File: config.mk
export PLATFORM = sky130hd
export DESIGN_NAME = xml_tag_tokenizer_top
export DESIGN_NICKNAME = d
export VERILOG_FILES = /design/src/rtl/xtt_pkg.sv /design/src/rtl/xml_tag_tokenizer_top.sv
export SDC_FILE = /design/constraint.sdc
export NUM_CORES = 1
export LEC_CHECK = 0
export BUFFER_PORTS_ARGS = -buffer_cell sky130_fd_sc_hd__buf_2
export CORE_MARGIN = 2
export CORE_UTILIZATION = 35
export CTS_BUF_LIST = sky130_fd_sc_hd__clkbuf_4 sky130_fd_sc_hd__clkbuf_8
export CTS_CLUSTER_DIAMETER = 120
export DETAILED_ROUTE_END_ITERATION = 8
export SLEW_MARGIN = 40
export SYNTH_ARGS = -nofsm -noshare
export SYNTH_HDL_FRONTEND = slang
export SYNTH_SLANG_ARGS = --single-unit
File: constraint.sdc
create_clock -name clk -period 6.5 [get_ports clk]
set_input_delay 1.3 -clock clk [delete_from_list [all_inputs] [get_ports clk]]
set_output_delay 1.3 -clock clk [all_outputs]
set_load 0.005 [all_outputs]
File: src/rtl/xtt_pkg.sv
// Package: codes, characters and markup table for the XML tag tokeniser.
`default_nettype none
package xtt_pkg;

    localparam int NAME_LEN_DEF   = 64;
    localparam int DEPTH_BITS_DEF = 8;

    typedef enum logic [1:0] {
        MODE_TEXT   = 2'd0,
        MODE_NAME   = 2'd1,
        MODE_ATTR   = 2'd2,
        MODE_MARKUP = 2'd3
    } mode_t;

    typedef enum logic [2:0] {
        CLS_TEXT   = 3'd0,
        CLS_OPEN   = 3'd1,
        CLS_NAME   = 3'd2,
        CLS_ATTR   = 3'd3,
        CLS_QUOTED = 3'd4,
        CLS_CLOSE  = 3'd5,
        CLS_MARKUP = 3'd6
    } cls_t;

    localparam logic [7:0] CH_LT    = 8'h3C;
    localparam logic [7:0] CH_GT    = 8'h3E;
    localparam logic [7:0] CH_SLASH = 8'h2F;
    localparam logic [7:0] CH_BANG  = 8'h21;
    localparam logic [7:0] CH_SPACE = 8'h20;
    localparam logic [7:0] CH_LF    = 8'h0A;
    localparam logic [7:0] CH_TAB   = 8'h09;
    localparam logic [7:0] CH_DQ    = 8'h22;
    localparam logic [7:0] CH_SQ    = 8'h27;
    localparam logic [7:0] CH_LBR   = 8'h5B;
    localparam logic [7:0] CH_RBR   = 8'h5D;
    localparam logic [7:0] CH_DASH  = 8'h2D;

    // markup automaton positions
    localparam logic [4:0] MK_IDLE         = 5'd0;
    localparam logic [4:0] MK_AFTER_BANG   = 5'd1;
    localparam logic [4:0] MK_COMMENT_BODY = 5'd3;
    localparam logic [4:0] MK_COMMENT_END  = 5'd5;
    localparam logic [4:0] MK_CDATA        = 5'd8;
    localparam logic [4:0] MK_CDATA_HEAD   = 5'd13;
    localparam logic [4:0] MK_CDATA_BODY   = 5'd14;
    localparam logic [4:0] MK_CDATA_END    = 5'd16;
    localparam logic [4:0] MK_DECL         = 5'd18;

    // "!----> [CDATA[]]> > ", a space marks an end position
    function automatic logic [7:0] mk_char(input logic [4:0] idx);
        logic [7:0] ch;
        ch = 8'h00;
        unique case (idx)
            5'd0:    ch = CH_BANG;
            5'd1:    ch = CH_DASH;
            5'd2:    ch = CH_DASH;
            5'd3:    ch = CH_DASH;
            5'd4:    ch = CH_DASH;
            5'd5:    ch = CH_GT;
            5'd6:    ch = CH_SPACE;
            5'd7:    ch = CH_LBR;
            5'd8:    ch = 8'h43;
            5'd9:    ch = 8'h44;
            5'd10:   ch = 8'h41;
            5'd11:   ch = 8'h54;
            5'd12:   ch = 8'h41;
            5'd13:   ch = CH_LBR;
            5'd14:   ch = CH_RBR;
            5'd15:   ch = CH_RBR;
            5'd16:   ch = CH_GT;
            5'd17:   ch = CH_SPACE;
            5'd18:   ch = CH_GT;
            5'd19:   ch = CH_SPACE;
            default: ch = 8'h00;
        endcase
        return ch;
    endfunction

endpackage
`default_nettype wire

File: src/rtl/xml_tag_tokenizer_top.sv
// XML tag tokeniser: per-byte classification, tag flags and nesting depth.
//
// One word in, one word out. Each byte passes an input register, then
// combinational classification against the scan state, and lands in the
// result register. One byte per cycle is sustained while the output is
// not stalled, with the scan state (mode, quote flags, name counter, depth
// counter) updated as each byte advances. While a result waits to be
// taken the input register still takes one word; with both registers full
// the input stalls. After the word marked last, all scan state returns to
// its reset values.
`default_nettype none
module xml_tag_tokenizer_top
    import xtt_pkg::*;
#(
    parameter int NAME_LEN   = NAME_LEN_DEF,
    parameter int DEPTH_BITS = DEPTH_BITS_DEF
)
(
    input  wire logic       clk,
    input  wire logic       rst_n,
    input  wire logic       in_valid,
    output logic            in_stall,
    input  wire logic [7:0] in_byte,
    input  wire logic       last,
    output logic            out_valid,
    input  wire logic       out_stall,
    output logic [7:0]      byte_value,
    output logic [2:0]      byte_class,
    output logic [5:0]      name_pos,
    output logic            end_tag,
    output logic            self_closed,
    output logic [7:0]      depth,
    output logic            depth_error,
    output logic            last_out
);

    localparam int NCW  = $clog2(NAME_LEN + 1);
    localparam int POSX = (NCW > 6) ? NCW : 6;
    localparam int DEXT = (DEPTH_BITS > 8) ? DEPTH_BITS : 8;
    localparam logic [NCW-1:0] NC_MAX  = NCW'(NAME_LEN);
    localparam logic [NCW-1:0] POS_MAX = NCW'(NAME_LEN - 1);
    localparam logic [DEPTH_BITS-1:0] DMAX = '1;

    // input stage
    logic       s1_valid_reg;
    logic [7:0] s1_byte_reg;
    logic       s1_last_reg;
    logic       adv;
    logic       in_acc;

    // scan state
    mode_t                 mode_reg,    mode_next;
    logic [4:0]            mk_reg,      mk_next;
    logic                  dq_reg,      dq_next;
    logic                  sq_reg,      sq_next;
    logic                  slash_reg,   slash_next;
    logic [NCW-1:0]        nc_reg,      nc_next;
    logic                  closing_reg, closing_next;
    logic [DEPTH_BITS-1:0] nest_reg,    nest_next;

    // result register
    logic       out_valid_reg;
    logic [7:0] byte_value_reg;
    cls_t       cls_reg;
    logic [5:0] name_pos_reg;
    logic       end_tag_reg;
    logic       self_closed_reg;
    logic [7:0] depth_reg;
    logic       depth_error_reg;
    logic       last_out_reg;

    // combinational results
    cls_t            cls_w;
    logic [NCW-1:0]  pos_w;
    logic [POSX-1:0] pos_ext;
    logic [DEXT-1:0] depth_ext;
    logic            et_w, sc_w, err_w, do_close, closing_w, name_empty;
    logic [4:0]      mk_i;
    logic [7:0]      c;

    assign adv    = s1_valid_reg && (!out_valid_reg || !out_stall);
    assign in_stall = s1_valid_reg && !adv;
    assign in_acc = in_valid && !in_stall;

    always_ff @(posedge clk or negedge rst_n)
    begin
        if (!rst_n)
        begin
            s1_valid_reg <= 1'b0;
        end
        else if (in_acc)
        begin
            s1_valid_reg <= 1'b1;
        end
        else if (adv)
        begin
            s1_valid_reg <= 1'b0;
        end
    end

    always_ff @(posedge clk)
    begin
        if (in_acc)
        begin
            s1_byte_reg <= in_byte;
            s1_last_reg <= last;
        end
    end

    assign c          = s1_byte_reg;
    assign name_empty = (nc_reg == '0);

    always_comb
    begin
        mode_next    = mode_reg;
        mk_next      = mk_reg;
        dq_next      = dq_reg;
        sq_next      = sq_reg;
        slash_next   = slash_reg;
        nc_next      = nc_reg;
        closing_next = closing_reg;
        nest_next    = nest_reg;
        cls_w        = CLS_TEXT;
        pos_w        = '0;
        et_w         = 1'b0;
        sc_w         = 1'b0;
        err_w        = 1'b0;
        do_close     = 1'b0;
        closing_w    = closing_reg || name_empty;
        mk_i         = (mk_reg > MK_DECL) ? MK_DECL : mk_reg;

        unique case (mode_reg)
            MODE_TEXT:
            begin
                if (c == CH_LT)
                begin
                    cls_w        = CLS_OPEN;
                    mode_next    = MODE_NAME;
                    nc_next      = '0;
                    closing_next = 1'b0;
                    slash_next   = 1'b0;
                    dq_next      = 1'b0;
                    sq_next      = 1'b0;
                end
            end
            MODE_NAME:
            begin
                if (name_empty && c == CH_BANG)
                begin
                    cls_w     = CLS_MARKUP;
                    mode_next = MODE_MARKUP;
                    mk_next   = MK_AFTER_BANG;
                end
                else if (c == CH_GT)
                begin
                    do_close = 1'b1;
                end
                else if (c == CH_SPACE || c == CH_LF || c == CH_TAB)
                begin
                    cls_w      = CLS_ATTR;
                    mode_next  = MODE_ATTR;
                    slash_next = 1'b0;
                    et_w       = closing_w;
                end
                else
                begin
                    cls_w = CLS_NAME;
                    pos_w = (nc_reg < POS_MAX) ? nc_reg : POS_MAX;
                    if (name_empty && c == CH_SLASH)
                    begin
                        closing_next = 1'b1;
                    end
                    if (nc_reg < NC_MAX)
                    begin
                        nc_next = nc_reg + 1'b1;
                    end
                    et_w       = closing_next;
                    slash_next = (c == CH_SLASH);
                end
            end
            MODE_ATTR:
            begin
                priority if (dq_reg)
                begin
                    cls_w = CLS_QUOTED;
                    if (c == CH_DQ) dq_next = 1'b0;
                end
                else if (sq_reg)
                begin
                    cls_w = CLS_QUOTED;
                    if (c == CH_SQ) sq_next = 1'b0;
                end
                else if (c == CH_GT)
                begin
                    do_close = 1'b1;
                end
                else if (c == CH_DQ)
                begin
                    cls_w   = CLS_QUOTED;
                    dq_next = 1'b1;
                end
                else if (c == CH_SQ)
                begin
                    cls_w   = CLS_QUOTED;
                    sq_next = 1'b1;
                end
                else
                begin
                    cls_w = CLS_ATTR;
                end
                if (!do_close)
                begin
                    slash_next = (c == CH_SLASH);
                    et_w       = closing_w;
                end
            end
            MODE_MARKUP:
            begin
                cls_w = CLS_MARKUP;
                priority if (c == mk_char(mk_i))          mk_i = mk_i + 5'd1;
                else if (mk_i == MK_AFTER_BANG && c == CH_LBR) mk_i = MK_CDATA;
                else if (mk_i < MK_COMMENT_BODY)          mk_i = MK_DECL;
                else if (mk_i == MK_COMMENT_END && c == CH_DASH) mk_i = MK_COMMENT_END;
                else if (mk_i <= MK_COMMENT_END)          mk_i = MK_COMMENT_BODY;
                else if (mk_i <= MK_CDATA_HEAD)           mk_i = MK_DECL;
                else if (mk_i == MK_CDATA_END && c == CH_RBR) mk_i = MK_CDATA_END;
                else if (mk_i <= MK_CDATA_END)            mk_i = MK_CDATA_BODY;
                else                                      mk_i = MK_DECL;
                if (mk_char(mk_i) == CH_SPACE || (mk_i == MK_DECL && c == CH_GT))
                begin
                    mode_next = MODE_TEXT;
                    mk_next   = MK_IDLE;
                end
                else
                begin
                    mk_next = mk_i;
                end
            end
            default:
            begin
                mode_next = MODE_TEXT;
            end
        endcase

        if (do_close)
        begin
            cls_w = CLS_CLOSE;
            et_w  = closing_w;
            sc_w  = !closing_w && slash_reg;
            if (closing_w)
            begin
                if (nest_reg == '0) err_w = 1'b1;
                else nest_next = nest_reg - 1'b1;
            end
            else if (!sc_w)
            begin
                if (nest_reg == DMAX) err_w = 1'b1;
                else nest_next = nest_reg + 1'b1;
            end
            mode_next  = MODE_TEXT;
            dq_next    = 1'b0;
            sq_next    = 1'b0;
            slash_next = 1'b0;
        end
    end

    assign pos_ext   = POSX'(pos_w);
    assign depth_ext = DEXT'(nest_next);

    always_ff @(posedge clk or negedge rst_n)
    begin
        if (!rst_n)
        begin
            mode_reg    <= MODE_TEXT;
            mk_reg      <= MK_IDLE;
            dq_reg      <= 1'b0;
            sq_reg      <= 1'b0;
            slash_reg   <= 1'b0;
            nc_reg      <= '0;
            closing_reg <= 1'b0;
            nest_reg    <= '0;
        end
        else if (adv)
        begin
            if (s1_last_reg)
            begin
                mode_reg    <= MODE_TEXT;
                mk_reg      <= MK_IDLE;
                dq_reg      <= 1'b0;
                sq_reg      <= 1'b0;
                slash_reg   <= 1'b0;
                nc_reg      <= '0;
                closing_reg <= 1'b0;
                nest_reg    <= '0;
            end
            else
            begin
                mode_reg    <= mode_next;
                mk_reg      <= mk_next;
                dq_reg      <= dq_next;
                sq_reg      <= sq_next;
                slash_reg   <= slash_next;
                nc_reg      <= nc_next;
                closing_reg <= closing_next;
                nest_reg    <= nest_next;
            end
        end
    end

    always_ff @(posedge clk or negedge rst_n)
    begin
        if (!rst_n)
        begin
            out_valid_reg <= 1'b0;
        end
        else if (adv)
        begin
            out_valid_reg <= 1'b1;
        end
        else if (!out_stall)
        begin
            out_valid_reg <= 1'b0;
        end
    end

    always_ff @(posedge clk)
    begin
        if (adv)
        begin
            byte_value_reg  <= c;
            cls_reg         <= cls_w;
            name_pos_reg    <= pos_ext[5:0];
            end_tag_reg     <= et_w;
            self_closed_reg <= sc_w;
            depth_reg       <= depth_ext[7:0];
            depth_error_reg <= err_w;
            last_out_reg    <= s1_last_reg;
        end
    end

    assign out_valid   = out_valid_reg;
    assign byte_value  = byte_value_reg;
    assign byte_class  = cls_reg;
    assign name_pos    = name_pos_reg;
    assign end_tag     = end_tag_reg;
    assign self_closed = self_closed_reg;
    assign depth       = depth_reg;
    assign depth_error = depth_error_reg;
    assign last_out    = last_out_reg;

    a_err_on_close: assert property (@(posedge clk) disable iff (!rst_n)
        out_valid && depth_error |-> byte_class == CLS_CLOSE)
        else $error("depth error on a non-close word");

    a_self_not_end: assert property (@(posedge clk) disable iff (!rst_n)
        out_valid && self_closed |-> !end_tag && byte_class == CLS_CLOSE)
        else $error("self-closed flag on a closing tag");

    a_stall_needs_word: assert property (@(posedge clk) disable iff (!rst_n)
        !s1_valid_reg |-> !in_stall)
        else $error("input stalled with empty input register");

    a_last_resets: assert property (@(posedge clk) disable iff (!rst_n)
        adv && s1_last_reg |=> mode_reg == MODE_TEXT && nest_reg == '0 && nc_reg == '0)
        else $error("scan state not cleared after last word");

endmodule
`default_nettype wire

==> metrics.txt <==
outcome=finished, final reports clean; hold buffers post-CTS=0; Die ar.=13,600 µm²; GRT overflow=0; Skew-Pair Late Insertion Delay=0.35 ns; Tightest Hold Check Type=reg2reg; static leakage=1.95 nW; RR Startpoint=mk_reg[4]; antenna cells=0; fin crit period=5.72 ns; crit path launch type=register; # rows=41; worst vdd ir=0.106 mV; Slew @ Worst Pin=0.910 ns; fmax=175 MHz; final count of hold timing violations=0; crit path cell chain=nor2b_1 > nor2_1 > inv_1 > ha_1 > nand2b_1 > a211o_1 > o211ai_1 > o41a_1 > or3_1 > mux2_4 > inv_1 > ha_1 > or4b_2 > nor4b_1 > o32ai_1 > nand4_1 > nor3_1 > o311ai_1 > o31ai_1; Sink Count=66; H-tree depth=3; Initial Util=0.355; pwr dens=306 nW/µm²; Post-DP Area=4740 µm²; CTS Root Cell=clkbuf_8; top post-synthesis cells by area=edfxtp_1 (26%), dfrtp_1 (16%), ha_1 (4.8%); initial DRC count=270; core area=12,500 µm²; DP Cell Count=656; Synth cell types=81; P&R area growth vs syn=12.5%; clock skew=0.0104 ns; number of global-route vias before repair=3,580; Crit path required time=6.70 ns; Yosys reg bits=66; router iterations before antenna repair=5; unrepaired setup endpoints after global routing=no; clk slew on worst S/H paths=0.07 ns; sequential fraction of the synthesis area=0.416; min-delay src=s1_valid_reg; DRC=0; syn nets=498; post_cts resized=0; largest net degree at the start of global routing=36; max-slew violation count=0; Max-Cap Viols=0; Finished Layout Cells=672; chip height=116 µm; # Post-CTS Setup Buffers=0; Yosys top cell area share=0.258; Worst Setup SP=mk_reg[4]; placer congestion estimate=0.945; syn avg cell area=9.46 µm²; Synth area leader=edfxtp_1; wire per inst=16.3 µm; # nets final=525; CTS tree=done; Syn Inst Count=468; Setup violations, final=0; Post-synth EDFFs=38; initial antenna violation count=0; first-pass GRT wire length=17.9 mm; asr flop ratio synth=0.424; final instance area=4980 µm²; vias per inst=5.68; ANT nets after route=0; Clock Path Buffers=2; mapped cell area=4430 µm²; footprint of the multi-input gates=2340 µm²; total power=1.52 mW; CP arrival=5.92 ns; GR Util All Layers=0.167; most common cell in the netlist=nor2_1; ys flop type=edfxtp_1; IO Count=44; slowest cell delay on critical path=0.80 ns; Critical Path Sink Type=register; DRT Wirelength=11.0 mm; relative slew slack=0.387; vias=3,814; critical path's slowest cell=dfrtp_1; HPWL Detailed=7.64 mm; most common library cells after synthesis=nor2_1 (41), edfxtp_1 (38), nand2_1 (33); number of synthesis warnings=0; setup TNS=0 ns; Crit Path Category=reg2reg; Buffers on Ports=43; Die W=116 µm; Num CTS Buffers=9; ratio of cells with drive above 1 in the final layout=0.170; Worst Path Max Fanout=22; Final period util=0.880; fill count=1,248; area taken by flip-flops and latches=1840 µm²; Layout Utilization=0.400
[routing by layer]
metal,part of all wire,track usage,routed length (µm),up-vias
li1,-,-,-,1815
met1,0.45,0.214,4900,1863
met2,0.49,0.284,5390,113
met3,0.043,0.0265,468,23
met4,0.021,0.0675,230,0
met5,0,0,0,-
[where the power goes]
part	internal (mW)	switching, mW	leakage (nW)
registers	0.488	0.0495	0.753
logic	0.223	0.345	1.08
clock network	0.254	0.166	0.113
total	0.964	0.561	1.95
[cell families (layout without fill, tap and decap cells)]
kind of cell               after synthesis  after routing  synth area share
and+or+nand+nor                        180            180             0.227
AOI/OAI and AO/OA                      131            131             0.213
DFF                                     66             66             0.416
buffers and inverters                   56             88            0.0548
adders and majority gates               17             17            0.0480
muxes                                   11             11            0.0274
xor gates and xnor gates                 7              7            0.0138
[area by class of cell]
class,count,area share
multi-input combinational,346,0.471
sequential,66,0.370
timing repair buffer,47,0.0492
tap,172,0.0432
clock buffer,9,0.0249
clock inverter,7,0.0236
inverter,25,0.0188
[worst paths after layout]
path / endpoint / slack (ns) / cells past startpoint
hold / removal: out_valid / 0.49 / 1
setup / recovery: mk_reg[4] / 0.78 / 19
setup reg to reg: mk_reg[4] / 0.78 / 19
hold reg to reg: out_valid / 0.49 / 1
max in group asynchronous: nest_reg[4] / 5.05 / 1
min in group asynchronous: mode_reg[1] / 0.99 / 1
[per-stage QoR]
stage | hold slack (ns) | setup slack, ns
2_1_floorplan | 0.424 | 1.39
3_3_place_gp | 0.449 | 1.07
6_report | 0.494 | 0.781
4_1_cts | 0.491 | 0.896
3_5_place_dp | 0.473 | 0.912
5_1_grt | 0.523 | 0.352
[cell usage in the layout, fill, tap and decap left out, types with 9 or more instances in the layout]
cell type,count
dfrtp_1,28
o31ai_1,9
nand2_1,33
edfxtp_1,38
clkbuf_8,9
o21ai_0,27
a22o_1,9
a21oi_1,24
nand3_1,16
ha_1,17
nor2_1,40
buf_2,43
inv_1,24
nand4_1,13
[worst max-delay path: cells and delay by family (launching register included)]
family | cells | cell delay [ns]
AO/OA/AOI/OAI | 6 | 1.27
adder cells (fa/ha/maj) | 2 | 0.54
buffers and inverters | 2 | 0.26
flip-flops | 1 | 0.80
multiplexers | 1 | 0.36
AND/OR/NAND/NOR | 8 | 2.33
Note: power is estimated with default switching activity, not from simulation.
